File: src/rtl/core/swmc_pkg.sv
// shared constants and types for the sliding window median cost block
`timescale 1ns / 1ps
package swmc_pkg;
    localparam int WINDOW_DEPTH = 64;
    localparam int PTR_W        = $clog2(WINDOW_DEPTH);
    localparam int CNT_W        = $clog2(WINDOW_DEPTH + 1);
    localparam int LEN_W        = 7;
    localparam int SAMPLE_W     = 30;
    localparam int COST_W       = 36;

    typedef enum logic [3:0] {
        S_IDLE,
        S_READ,
        S_DROP,
        S_INSERT,
        S_LOAD,
        S_SCAN,
        S_MUL,
        S_SUB,
        S_OUT
    } t_state;

    typedef struct packed {
        logic accept;
        logic drop;
        logic insert;
        logic load;
        logic step;
        logic mul;
        logic sub;
        logic emit;
    } t_cmd;

    typedef struct packed {
        logic full;
        logic scan_done;
        logic out_busy;
    } t_status;
endpackage

File: src/rtl/core/swmc_ctrl.sv
// sequencer for one sample: ring read, drop, insert, scan, cost
`timescale 1ns / 1ps
module swmc_ctrl (
    input  logic             i_clk,
    input  logic             i_rst_n,
    input  logic             i_in_valid,
    input  logic             i_out_ready,
    input  swmc_pkg::t_status i_status,
    output logic             o_in_ready,
    output swmc_pkg::t_cmd   o_cmd
);
    import swmc_pkg::*;

    t_state r_state;
    t_state n_state;

    always_ff @(posedge i_clk) begin
        if (!i_rst_n) begin
            r_state <= S_IDLE;
        end else begin
            r_state <= n_state;
        end
    end

    always_comb begin
        n_state    = r_state;
        o_cmd      = '0;
        o_in_ready = 1'b0;
        case (r_state)
            S_IDLE: begin
                o_in_ready = 1'b1;
                if (i_in_valid) begin
                    o_cmd.accept = 1'b1;
                    n_state      = S_READ;
                end
            end
            S_READ: begin
                n_state = S_DROP;
            end
            S_DROP: begin
                o_cmd.drop = i_status.full;
                n_state    = S_INSERT;
            end
            S_INSERT: begin
                o_cmd.insert = 1'b1;
                n_state      = S_LOAD;
            end
            S_LOAD: begin
                // no beat until the window has filled
                if (i_status.full) begin
                    o_cmd.load = 1'b1;
                    n_state    = S_SCAN;
                end else begin
                    n_state = S_IDLE;
                end
            end
            S_SCAN: begin
                o_cmd.step = 1'b1;
                if (i_status.scan_done) begin
                    n_state = S_MUL;
                end
            end
            S_MUL: begin
                o_cmd.mul = 1'b1;
                n_state   = S_SUB;
            end
            S_SUB: begin
                o_cmd.sub = 1'b1;
                n_state   = S_OUT;
            end
            S_OUT: begin
                if (!i_status.out_busy) begin
                    o_cmd.emit = 1'b1;
                    n_state    = S_IDLE;
                end
            end
            default: begin
                n_state = S_IDLE;
            end
        endcase
    end
endmodule

File: config.mk
export PLATFORM = sky130hd
export DESIGN_NAME = swmc_ctrl
export DESIGN_NICKNAME = d
export VERILOG_FILES = /design/src/rtl/core/swmc_pkg.sv /design/src/rtl/core/swmc_ctrl.sv
export SDC_FILE = /design/constraint.sdc
export NUM_CORES = 1
export LEC_CHECK = 0
export BUFFER_PORTS_ARGS = -buffer_cell sky130_fd_sc_hd__buf_2
export CORE_AREA = 3 3 40 42
export CTS_CLUSTER_SIZE = 10
export DETAILED_ROUTE_END_ITERATION = 16
export DIE_AREA = 0 0 43 45
export GPL_TIMING_DRIVEN = 0
export PLACE_DENSITY = 0.6
export RECOVER_POWER = 25
export SETUP_SLACK_MARGIN = 0.15
export SLEW_MARGIN = 40
export SYNTH_ARGS = -nofsm -noshare
export SYNTH_HDL_FRONTEND = slang
export SYNTH_SLANG_ARGS = --single-unit
File: constraint.sdc
create_clock -name i_clk -period 0.9 [get_ports i_clk]
set_input_delay 0.225 -clock i_clk [delete_from_list [all_inputs] [get_ports i_clk]]
set_output_delay 0.225 -clock i_clk [all_outputs]
set_load 0.1 [all_outputs]
### Yosys cells after proc, flatten, opt, wreduce, memory -nomap -nowiden

Index checks and enable logic that the tools add are counted.

| word-level totals | value |
|---|---|
| register bits | 4 |

| operators by class | value |
|---|---|
| mux-type cells | 17 |
| equality and inequality tests | 11 |
| reductions and logical operators | 2 |

Operators by type and width:

| cell | number |
|---|---|
| 4-bit case mux with 9 select lines | 1 |
| 4-bit by 3-bit equality test with 1-bit output (second input constant) | 4 |
| 1-bit 2-to-1 mux | 12 |
| 4-bit 2-to-1 mux | 3 |
| 4-bit by 2-bit equality test with 1-bit output (second input constant) | 2 |
| 2-bit inequality test (second input constant) | 3 |
| 4-bit by 1-bit equality test with 1-bit output (second input constant) | 1 |
| 4-bit equality test (second input constant) | 1 |
| 4-bit logical NOT | 1 |
| 3-bit 2-to-1 mux | 1 |
| 3-bit AND reduction | 1 |

### Logic depth before layout (Yosys ltp)

Gate-level depths: netlist of run 1.

| depth | value |
|---|---|
| depth in word-level cells | 3 |
| gate-level depth with buffers | 4 |
| mapped depth without buffers | 3 |

### Worst setup path before layout of run 1

Ideal clock, no wire load.

| timing path | value |
|---|---|
| path kind | register to output |
| start | register r_state[2] |
| end | output o_cmd[7] (netlist name) |
| setup slack | -2,406 ps |
| data arrival time | 3,081 ps |
| data required time | 675 ps |
| stages on the path, launching flop included | 4 |
| path through | dfxtp_1 buf_6 nor4_2 and2_1 |

RTL lines:

| item | RTL line | text |
|---|---|---|
| from (decl) | swmc_ctrl.sv:14 | `t_state r_state;` |
| from (signal assigned) | swmc_ctrl.sv:21 | `r_state <= n_state;` |
| to (decl) | swmc_ctrl.sv:10 | `output swmc_pkg::t_cmd o_cmd` |

==> results of run 1 <==
## synthesized netlist by cell type (all sizes together)
| library cell | count |
|---|---|
| or2 | 1 |
| o31ai | 2 |
| dfxtp | 4 |
| o21a | 1 |
| nor2b | 1 |
| nor4 | 1 |
| and4b | 1 |
| buf | 3 |
| and4bb | 1 |
| nand2 | 4 |
| a21oi | 2 |
| a21boi | 1 |
| nor2 | 3 |
| nand2b | 3 |
| o21ai | 3 |
| and2 | 1 |
| nor3b | 2 |
| nor3 | 2 |
| nand3b | 2 |
## layout by cell type, fill, tap and decap left out, types with 2 or more instances in the layout
| master | Yosys | layout |
|---|---|---|
| nor3b_2 | 0 | 2 |
| nand2b_4 | 0 | 2 |
| buf_4 | 1 | 5 |
| o31ai_1 | 2 | 2 |
| dfxtp_4 | 0 | 2 |
| nor3_4 | 0 | 2 |
| dfxtp_2 | 0 | 2 |
| buf_12 | 0 | 6 |
| nand2_1 | 3 | 2 |
| o21ai_1 | 2 | 3 |
| nor2_4 | 0 | 3 |
| buf_2 | 0 | 5 |
| buf_6 | 2 | 10 |
| nand3b_1 | 2 | 2 |
| clkbuf_4 | 0 | 3 |
## final cells by class
cell class              count  area share [%]
multi-input cells          31           41.00
flip-flops and latches      4           12.46
well taps                  15           2.595
plain buffers               3           4.671
repair buffers             23           36.16
clock buffers               3           3.114
## metrics by stage
| step | power, W | setup TNS (ns) | std cells | setup WS, ns | hold slack (ns) |
|---|---|---|---|---|---|
| 2_1_floorplan | 0.0004830 | -7.737 | 38 | -1.403 | 0.3425 |
| 3_3_place_gp | 0.0005310 | -5.509 | 67 | -0.6112 | 0.4400 |
| 3_5_place_dp | 0.0005326 | -5.621 | 67 | -0.6188 | 0.4518 |
| 4_1_cts | 0.0008186 | -5.412 | 75 | -0.6235 | 0.2047 |
| 5_1_grt | 0.0009055 | -5.819 | 79 | -0.6510 | 0.2159 |
| 6_report | 0.0008597 | -5.231 | 79 | -0.5918 | 0.1973 |
## routing by layer
metal	global-route usage, %	vias to the layer above
li1	-	190
met1	14.49	185
met2	19.16	13
met3	5.578	2
met4	5.422	0
met5	0	-
## power groups by stage
| stage | Combinational (W) | Clock [W] | Sequential, W |
|---|---|---|---|
| after floorplan | 0.000276 | 0 | 0.000207 |
| after global placement | 0.000321 | 0 | 0.000210 |
| after CTS | 0.000381 | 0.000234 | 0.000204 |
| after global routing | 0.000450 | 0.000252 | 0.000204 |
| final | 0.000426 | 0.000232 | 0.000202 |
| after detailed placement | 0.000323 | 0 | 0.000210 |
## worst min-delay path by stage
| stage | to | from | slack, ns | depth (start not counted) |
|---|---|---|---|---|
| after floorplan | r_state[3]$_SDFFE_PN0P_ | i_rst_n | 0.34 | 1 |
| after global placement | r_state[3]$_SDFFE_PN0P_ | i_rst_n | 0.44 | 2 |
| after detailed placement | r_state[3]$_SDFFE_PN0P_ | i_rst_n | 0.45 | 2 |
| after CTS | r_state[3]$_SDFFE_PN0P_ | i_rst_n | 0.20 | 2 |
| after global routing | r_state[3]$_SDFFE_PN0P_ | i_rst_n | 0.22 | 2 |
| final | r_state[3]$_SDFFE_PN0P_ | i_rst_n | 0.20 | 2 |
## what timing repair did
action,4_1_cts,5_1_grt
pin swaps,5,7
endpoints found under the setup margin,13,13
gates cloned,0,1
resized for setup,35,10
setup buffers,5,3
## cells by family (layout without fill, tap and decap cells)
kind of cell | count (synthesis) | in the layout | share of synthesized area (%)
buffers and inverters | 3 | 29 | 9.449
AOI/OAI and AO/OA | 9 | 9 | 18.50
DFF | 4 | 4 | 25.20
and+or+nand+nor | 22 | 22 | 46.85
==> flow_metrics.env, run 1 <==
export IMPL_status="finished with violations"
export IMPL_violations="negative setup slack"
export IMPL_synthCells=38
export IMPL_synth_area_per_cell_um2=8.363
export IMPL_worstSetupPathType="flip-flop to primary output"
export IMPL_end_kind="primary output"
export IMPL_r2r_start="r_state[2]$_SDFFE_PN0P_"
export IMPL_p_leak_nw=0.2901
export IMPL_vdd_drop_max_uv=490.3
export IMPL_top_layer_used="met4"
export IMPL_p_per_area_nw_per_um2=1189
export IMPL_track_usage_pct=12.25
export IMPL_antenna_cells=0
export IMPL_cp_top_family="simple AND/OR/NAND/NOR gates"
export IMPL_drv_slew=0
export IMPL_period_needed_ns=1.492
export IMPL_ant_nets=0
export IMPL_pwr_share_clk_pct=27.0
export IMPL_crit_chain="buf_6 -> nor2_4 -> and4bb_4 -> buf_12"
export IMPL_final_area_um2=723.2
export IMPL_clk_pin_slew_worst_paths_ns=0.04
export IMPL_cp_buffers_inverters=2
export IMPL_synth_fp_nets=45
export IMPL_grt_pass1_wl_mm=1.731
export IMPL_wl_met3_um=57
export IMPL_cp_num_cells=4
export IMPL_reg_top3="r_state x4"
export IMPL_routedWlPerCell_um=12.68
export IMPL_yosys_area_top_type="dfxtp_1"
export IMPL_fillers=120
export IMPL_setup_worst_path_start="r_state[2]$_SDFFE_PN0P_"
export IMPL_clk_latency_ns=0.24
export IMPL_hpwl_um=592.3
export IMPL_combPwrFrac_pct=49.5
export IMPL_top_register="r_state"
export IMPL_critPathSlowestCell="dfxtp_2"
export IMPL_firstDrtPassIters=2
export IMPL_dieArea_um2=1935
export IMPL_r2r_setup_slack_ns=-0.09
export IMPL_max_stage_delay_ns=0.32
export IMPL_yosys_register_bits=4
export IMPL_clock_sinks=4
export IMPL_synth_area_um2=317.8
export IMPL_setup_slack_ns=-0.5918
export IMPL_routed_wl_met2_um=541
export IMPL_vias=390
export IMPL_clockBufferDepth=2
export IMPL_initial_core_util_pct=24.73
export IMPL_wl_met1_um=385
export IMPL_crit_path_end="o_cmd[0]"
export IMPL_hold_buffers=0
export IMPL_antenna_found_initial=0
export IMPL_fmax_ghz=0.6703
export IMPL_drtIter0Drc=3
export IMPL_relSlewSlack_pct=81.63
export IMPL_cp_max_fo=5
export IMPL_numPortBuffers=14
export IMPL_synthTopCellsByArea="dfxtp_1 25%, buf_6 7.1%, nand3b_1 4.7%, nor3b_1 4.7%, o31ai_1 4.7%"
export IMPL_r2r_end="r_state[3]$_SDFFE_PN0P_"
export IMPL_gp_congestion=0.6655
export IMPL_cts_root_buf="clkbuf_4"
export IMPL_largest_reg_flops=4
export IMPL_place_area_um2=478.0
export IMPL_power_frac_seq_pct=23.5
export IMPL_viasPerCell=4.937
export IMPL_drive_above_1_share_pct=76.56
export IMPL_cts_max_level=1
export IMPL_syn2layout_area_growth_pct=127.6
export IMPL_drcViolationCount=0
export IMPL_multi_input_area_um2=296.5
export IMPL_rsz0062_at_grt="yes"
export IMPL_p_sw_w=0.0003514
export IMPL_grt_max_degree=11
export IMPL_r2r_cells=5
export IMPL_synth_cell_types=25
export IMPL_cp_arrival_ns=1.27
export IMPL_start_kind="flip-flop"
export IMPL_grt_pass1_vias=395
export IMPL_cp_data_required_time_ns=0.67
export IMPL_ys_warn_count=0
export IMPL_final_util_pct=56.28
export IMPL_grt_overflow=0
export IMPL_num_rows=13
export IMPL_clock_skew_ns=0.007189
export IMPL_maxCapViolCount=0
export IMPL_p_int_w=0.0005083
export IMPL_ff_latch_area_um2=90.09
export IMPL_cts_buffers_inserted=3
export IMPL_yosysSeqAreaShare_pct=25.20
export IMPL_setup_viol=12
export IMPL_die_w_um=43
export IMPL_core_um2=1285
export IMPL_nNetsFinal=73
export IMPL_wirelength_mm=1.002
export IMPL_io_pins=16
export IMPL_finalCritPeriodShare_pct=165.8
export IMPL_die_h_um=45
export IMPL_synth_top_area_share_pct=25.20
export IMPL_max_slew_worst_pin_slew_ns=0.2779
export IMPL_cts_tree="built"
export IMPL_switching_share_pct=40.87
export IMPL_finalHoldViolCount=0
export IMPL_hp_class="primary input to flip-flop"
Note: power is estimated with default switching activity, not from simulation.
==> run 2: changes to the inputs <==
- BUFFER_PORTS_ARGS: -buffer_cell sky130_fd_sc_hd__buf_2 -> -buffer_cell sky130_fd_sc_hd__buf_4
==> flow_metrics.env, run 2 (synthesis gave the netlist of run 1 again) <==
export IMPL_cts_root_buf="clkbuf_4"
export IMPL_nNetsFinal=75
export IMPL_top_register="r_state"
export IMPL_largest_reg_flops=4
export IMPL_firstDrtPassIters=4
export IMPL_gp_congestion=0.6834
export IMPL_maxCapViolCount=0
export IMPL_track_usage_pct=11.47
export IMPL_setup_worst_path_start="r_state[0]$_SDFFE_PN0P_"
export IMPL_antenna_found_initial=0
export IMPL_period_needed_ns=1.521
export IMPL_r2r_setup_slack_ns=-0.27
export IMPL_whs_endpoint="r_state[3]$_SDFFE_PN0P_"
export IMPL_grt_pass1_vias=386
export IMPL_pre_cts_ws_ns=-0.5066
export IMPL_routedWlPerCell_um=13.44
export IMPL_worstSetupPathType="flip-flop to primary output"
export IMPL_viasPerCell=4.728
export IMPL_p_per_area_nw_per_um2=1150
export IMPL_clk_latency_ns=0.24
export IMPL_setup_viol=13
export IMPL_fmax_ghz=0.6574
export IMPL_finalCritPeriodShare_pct=169.0
export IMPL_max_slew_worst_pin_slew_ns=0.3261
export IMPL_initial_core_util_pct=24.73
export IMPL_cp_data_required_time_ns=0.67
export IMPL_r2r_end="r_state[0]$_SDFFE_PN0P_"
export IMPL_cts_max_level=1
export IMPL_numPortBuffers=14
export IMPL_min_delay_start="i_rst_n"
export IMPL_setup_slack_ns=-0.6212
export IMPL_clock_skew_ns=0.007234
export IMPL_start_kind="flip-flop"
export IMPL_hp_class="primary input to flip-flop"
export IMPL_layout_common_cells="13 x buf_4, 7 x buf_6, 6 x buf_12"
export IMPL_dieArea_um2=1935
export IMPL_grt_overflow=0
export IMPL_drtIter0Drc=9
export IMPL_violations="negative setup slack"
export IMPL_antenna_cells=0
export IMPL_relSlewSlack_pct=78.07
export IMPL_grt_pass1_wl_mm=1.600
export IMPL_grt_max_degree=11
export IMPL_cts_buffers_inserted=3
export IMPL_drcViolationCount=0
export IMPL_cp_max_fo=7
export IMPL_end_kind="primary output"
export IMPL_clock_sinks=4
export IMPL_num_rows=13
export IMPL_syn2layout_area_growth_pct=139.0
export IMPL_drive_above_1_share_pct=78.79
export IMPL_final_common_cell="buf_4"
export IMPL_wirelength_mm=1.089
export IMPL_vias=383
export IMPL_core_um2=1285
export IMPL_min_delay_path_depth=2
export IMPL_cts_tree="built"
export IMPL_final_area_um2=759.5
export IMPL_p_leak_nw=0.3047
export IMPL_clk_pin_slew_worst_paths_ns=0.04
export IMPL_cp_arrival_ns=1.30
export IMPL_r2r_cells=4
export IMPL_clockBufferDepth=2
export IMPL_ant_nets=0
export IMPL_status="finished with violations"
export IMPL_die_h_um=45
export IMPL_place_area_um2=513.0
export IMPL_vdd_drop_max_uv=560.7
export IMPL_r2r_start="r_state[1]$_SDFFE_PN0P_"
export IMPL_finalHoldViolCount=0
export IMPL_hold_buffers=0
export IMPL_rsz0062_at_grt="yes"
export IMPL_reg_top3="r_state x4"
export IMPL_die_w_um=43
export IMPL_io_pins=16
export IMPL_drv_slew=0
[run 2: changes by cell type in the layout (fill, tap and decap cells not counted), sizes merged]
cell / change
buf: +2
[run 2: worst max-delay path by stage]
stage / end / slack [ns] / cells past startpoint
detailed placement: o_cmd[5] / -0.51 / 3
floorplan: o_cmd[7] / -1.40 / 3
CTS: o_cmd[7] / -0.62 / 4
finish: o_cmd[7] / -0.62 / 4
global placement: o_cmd[7] / -0.49 / 4
global route: o_cmd[4] / -0.66 / 4
[run 2: final cells by class]
cell class                 count  area, um^2
clock buffer                   3       22.52
buffer                         3       41.29
tap                           15       18.77
timing repair buffer          25       285.3
fill                         115       525.5
multi-input combinational     31       301.5
sequential                     4       90.09
[run 2: through the flow]
| stage | hold WS [ns] | setup TNS, ns | instances | utilization, % | power, W |
|---|---|---|---|---|---|
| 6_report | 0.2052 | -5.718 | 81 | 59.10 | 0.0008733 |
| 5_1_grt | 0.2133 | -6.324 | 81 | 59.10 | 0.0009180 |
| 4_1_cts | 0.2010 | -5.417 | 77 | 53.55 | 0.0008323 |
| 3_5_place_dp | 0.4411 | -4.644 | 67 | 39.92 | 0.0005520 |
| 3_3_place_gp | 0.4421 | -4.513 | 67 | 39.92 | 0.0005501 |
| 2_1_floorplan | 0.3425 | -7.737 | 38 | - | 0.0004830 |
[run 2: critical path: stages, from the launching register on]
cell and delay, ns:
dfxtp_2 0.34, buf_6 0.14, nor4_4 0.21, and2_4 0.19, buf_12 0.16
[run 2: power breakdown]
part | internal, W | switching [W] | leakage [nW]
combinational | 0.000183 | 0.000257 | 0.256
sequential | 0.000188 | 0.0000205 | 0.0350
clock | 0.000149 | 0.0000754 | 0.0138
total | 0.000521 | 0.000353 | 0.305
[run 2: per-layer routing]
layer	up-vias	part of all wire (%)	routed length, um	GRT usage, %
met5	-	0	0	0
met4	0	0	0	7.229
met3	0	5.5	60	1.992
met2	15	52	567	20.66
met1	173	42	460	12.47
li1	195	-	-	-
[run 2: timing repair]
| item | in CTS | in global routing |
|---|---|---|
| setup endpoints to repair | 13 | 13 |
| buffers inserted | 7 | 4 |
| gates resized for setup | 26 | 12 |
| pin swaps | 5 | 8 |
==> run 3: changes to the inputs <==
- PLACE_DENSITY: 0.6 -> 0.58
- clock period: 0.9 -> 1.9 ns (I/O delays scaled with it)
==> flow_metrics.env, run 3 (synthesis gave the netlist of run 1 again) <==
export IMPL_viasPerCell=4.724
export IMPL_finalCritPeriodShare_pct=93.89
export IMPL_switching_share_pct=40.73
export IMPL_fillers=121
export IMPL_relSlewSlack_pct=81.65
export IMPL_initial_core_util_pct=24.73
export IMPL_combPwrFrac_pct=47.3
export IMPL_firstDrtPassIters=2
export IMPL_multi_input_area_um2=280.3
export IMPL_clk_latency_ns=0.24
export IMPL_vdd_drop_max_uv=401.2
export IMPL_drtIter0Drc=4
export IMPL_pwr_share_clk_pct=27.8
export IMPL_cts_tree="built"
export IMPL_p_leak_nw=0.2590
export IMPL_wirelength_um=896
export IMPL_power_total_w=0.0003887
export IMPL_cp_arrival_ns=1.31
export IMPL_p_sw_w=0.0001583
export IMPL_critPathSlowestCell="dfxtp_1"
export IMPL_worstSetupPathType="flip-flop to primary output"
export IMPL_numPortBuffers=14
export IMPL_clock_sinks=4
export IMPL_use_met2_pct=15.27
export IMPL_p_per_area_nw_per_um2=571.1
export IMPL_max_slew_worst_pin_slew_ns=0.2775
export IMPL_clockBufferDepth=2
export IMPL_cts_root_buf="clkbuf_4"
export IMPL_finalSetupTns_ns=0
export IMPL_final_area_um2=680.7
export IMPL_ant_nets=0
export IMPL_grt_use_met1_pct=12.05
export IMPL_grt_pass1_vias=325
export IMPL_fmax_ghz=0.5605
export IMPL_drcViolationCount=0
export IMPL_grt_max_degree=11
export IMPL_ff_latch_area_um2=85.08
export IMPL_routedWlPerCell_um=11.79
export IMPL_place_area_um2=503.0
export IMPL_core_um2=1285
export IMPL_maxCapViolCount=0
export IMPL_vias=359
export IMPL_grt_pass1_wl_mm=1.428
export IMPL_power_frac_seq_pct=24.9
export IMPL_grtUsageMet3_pct=8.367
export IMPL_cp_data_required_time_ns=1.42
export IMPL_max_stage_delay_ns=0.34
export IMPL_crit_chain="buf_6 -> nor4_4 -> and2_4 -> buf_12"
export IMPL_clock_skew_ns=0.003950
export IMPL_p_int_w=0.0002304
export IMPL_cp_max_fo=8
export IMPL_layout_common_cells="11 x buf_4, 6 x buf_12, 5 x buf_6"
export IMPL_syn2layout_area_growth_pct=114.2
export IMPL_cts_max_level=1
export IMPL_cts_buffers_inserted=3
export IMPL_drv_slew=0
export IMPL_num_rows=13
export IMPL_antenna_found_initial=0
export IMPL_period_needed_ns=1.784
export IMPL_io_pins=16
export IMPL_die_w_um=43
export IMPL_final_common_cell="buf_4"
export IMPL_antenna_cells=0
export IMPL_clk_pin_slew_worst_paths_ns=0.04
export IMPL_hold_buffers=0
export IMPL_hp_class="primary input to flip-flop"
export IMPL_status="finished clean"
export IMPL_rsz0062_at_grt="yes"
export IMPL_worst_hold_slack_ns=0.4550
export IMPL_hpwl_um=577.6
export IMPL_finalHoldViolCount=0
export IMPL_top_register="r_state"
export IMPL_cp_buffers_inverters=2
export IMPL_dieArea_um2=1935
export IMPL_drive_above_1_share_pct=67.21
export IMPL_cp_top_family="simple AND/OR/NAND/NOR gates"
export IMPL_end_kind="primary output"
export IMPL_largest_reg_flops=4
export IMPL_setup_viol=0
export IMPL_gr_max_usage_layer="met2"
export IMPL_gp_congestion=0.7099
export IMPL_grt_overflow=0
export IMPL_start_kind="flip-flop"
export IMPL_r2r_setup_slack_ns=0.86
export IMPL_reg_top3="r_state x4"
export IMPL_track_usage_pct=10.16
export IMPL_die_h_um=45
export IMPL_nNetsFinal=70
## run 3: final cells by class
type | count | share of cell area [%]
clock buffers | 3 | 3.309
well taps | 15 | 2.757
flip-flops and latches | 4 | 12.50
repair buffers | 20 | 35.29
plain buffers | 3 | 4.963
multi-input cells | 31 | 41.18
## run 3: final timing paths
path | to | startpoint | cells past startpoint
setup / recovery | o_cmd[7] | r_state[0]$_SDFFE_PN0P_ | 4
hold / removal | r_state[3]$_SDFFE_PN0P_ | i_rst_n | 2
setup reg to reg | r_state[0]$_SDFFE_PN0P_ | r_state[0]$_SDFFE_PN0P_ | 4
hold reg to reg | r_state[0]$_SDFFE_PN0P_ | r_state[2]$_SDFFE_PN0P_ | 3
## run 3: routing by layer
layer,vias to the layer above,wire length [um]
li1,181,-
met5,-,0
met2,12,439
met4,0,0
met3,0,80
met1,166,377
## run 3: per-stage QoR
stage / setup slack (ns) / util [%] / instances
floorplan: -0.6531 / - / 38
global placement: 0.1750 / 39.14 / 67
detailed placement: 0.1610 / 39.14 / 67
CTS: 0.1242 / 46.35 / 72
global route: 0.05737 / 52.97 / 76
finish: 0.1160 / 52.97 / 76
## run 3: worst register-to-register path: cells and delay by family, from the launching register on
kind,cells,cell delay [ns]
AO/OA/AOI/OAI,2,0.30
flip-flops,1,0.34
buffers and inverters,2,0.28
## run 3: repair_timing
action	4_1_cts	5_1_grt
endpoints found under the hold margin	0	0
endpoints found under the setup margin	9	9
pin swaps	2	1
setup buffers	2	4
gates resized for setup	15	10
## run 3: power groups by stage
stage | combinational, W | sequential, W | clock, W
floorplan | 0.000129 | 0.0000970 | 0
global placement | 0.000160 | 0.0000982 | 0
detailed placement | 0.000159 | 0.0000983 | 0
CTS | 0.000173 | 0.0000982 | 0.000112
global route | 0.000194 | 0.0000978 | 0.000117
finish | 0.000184 | 0.0000969 | 0.000108
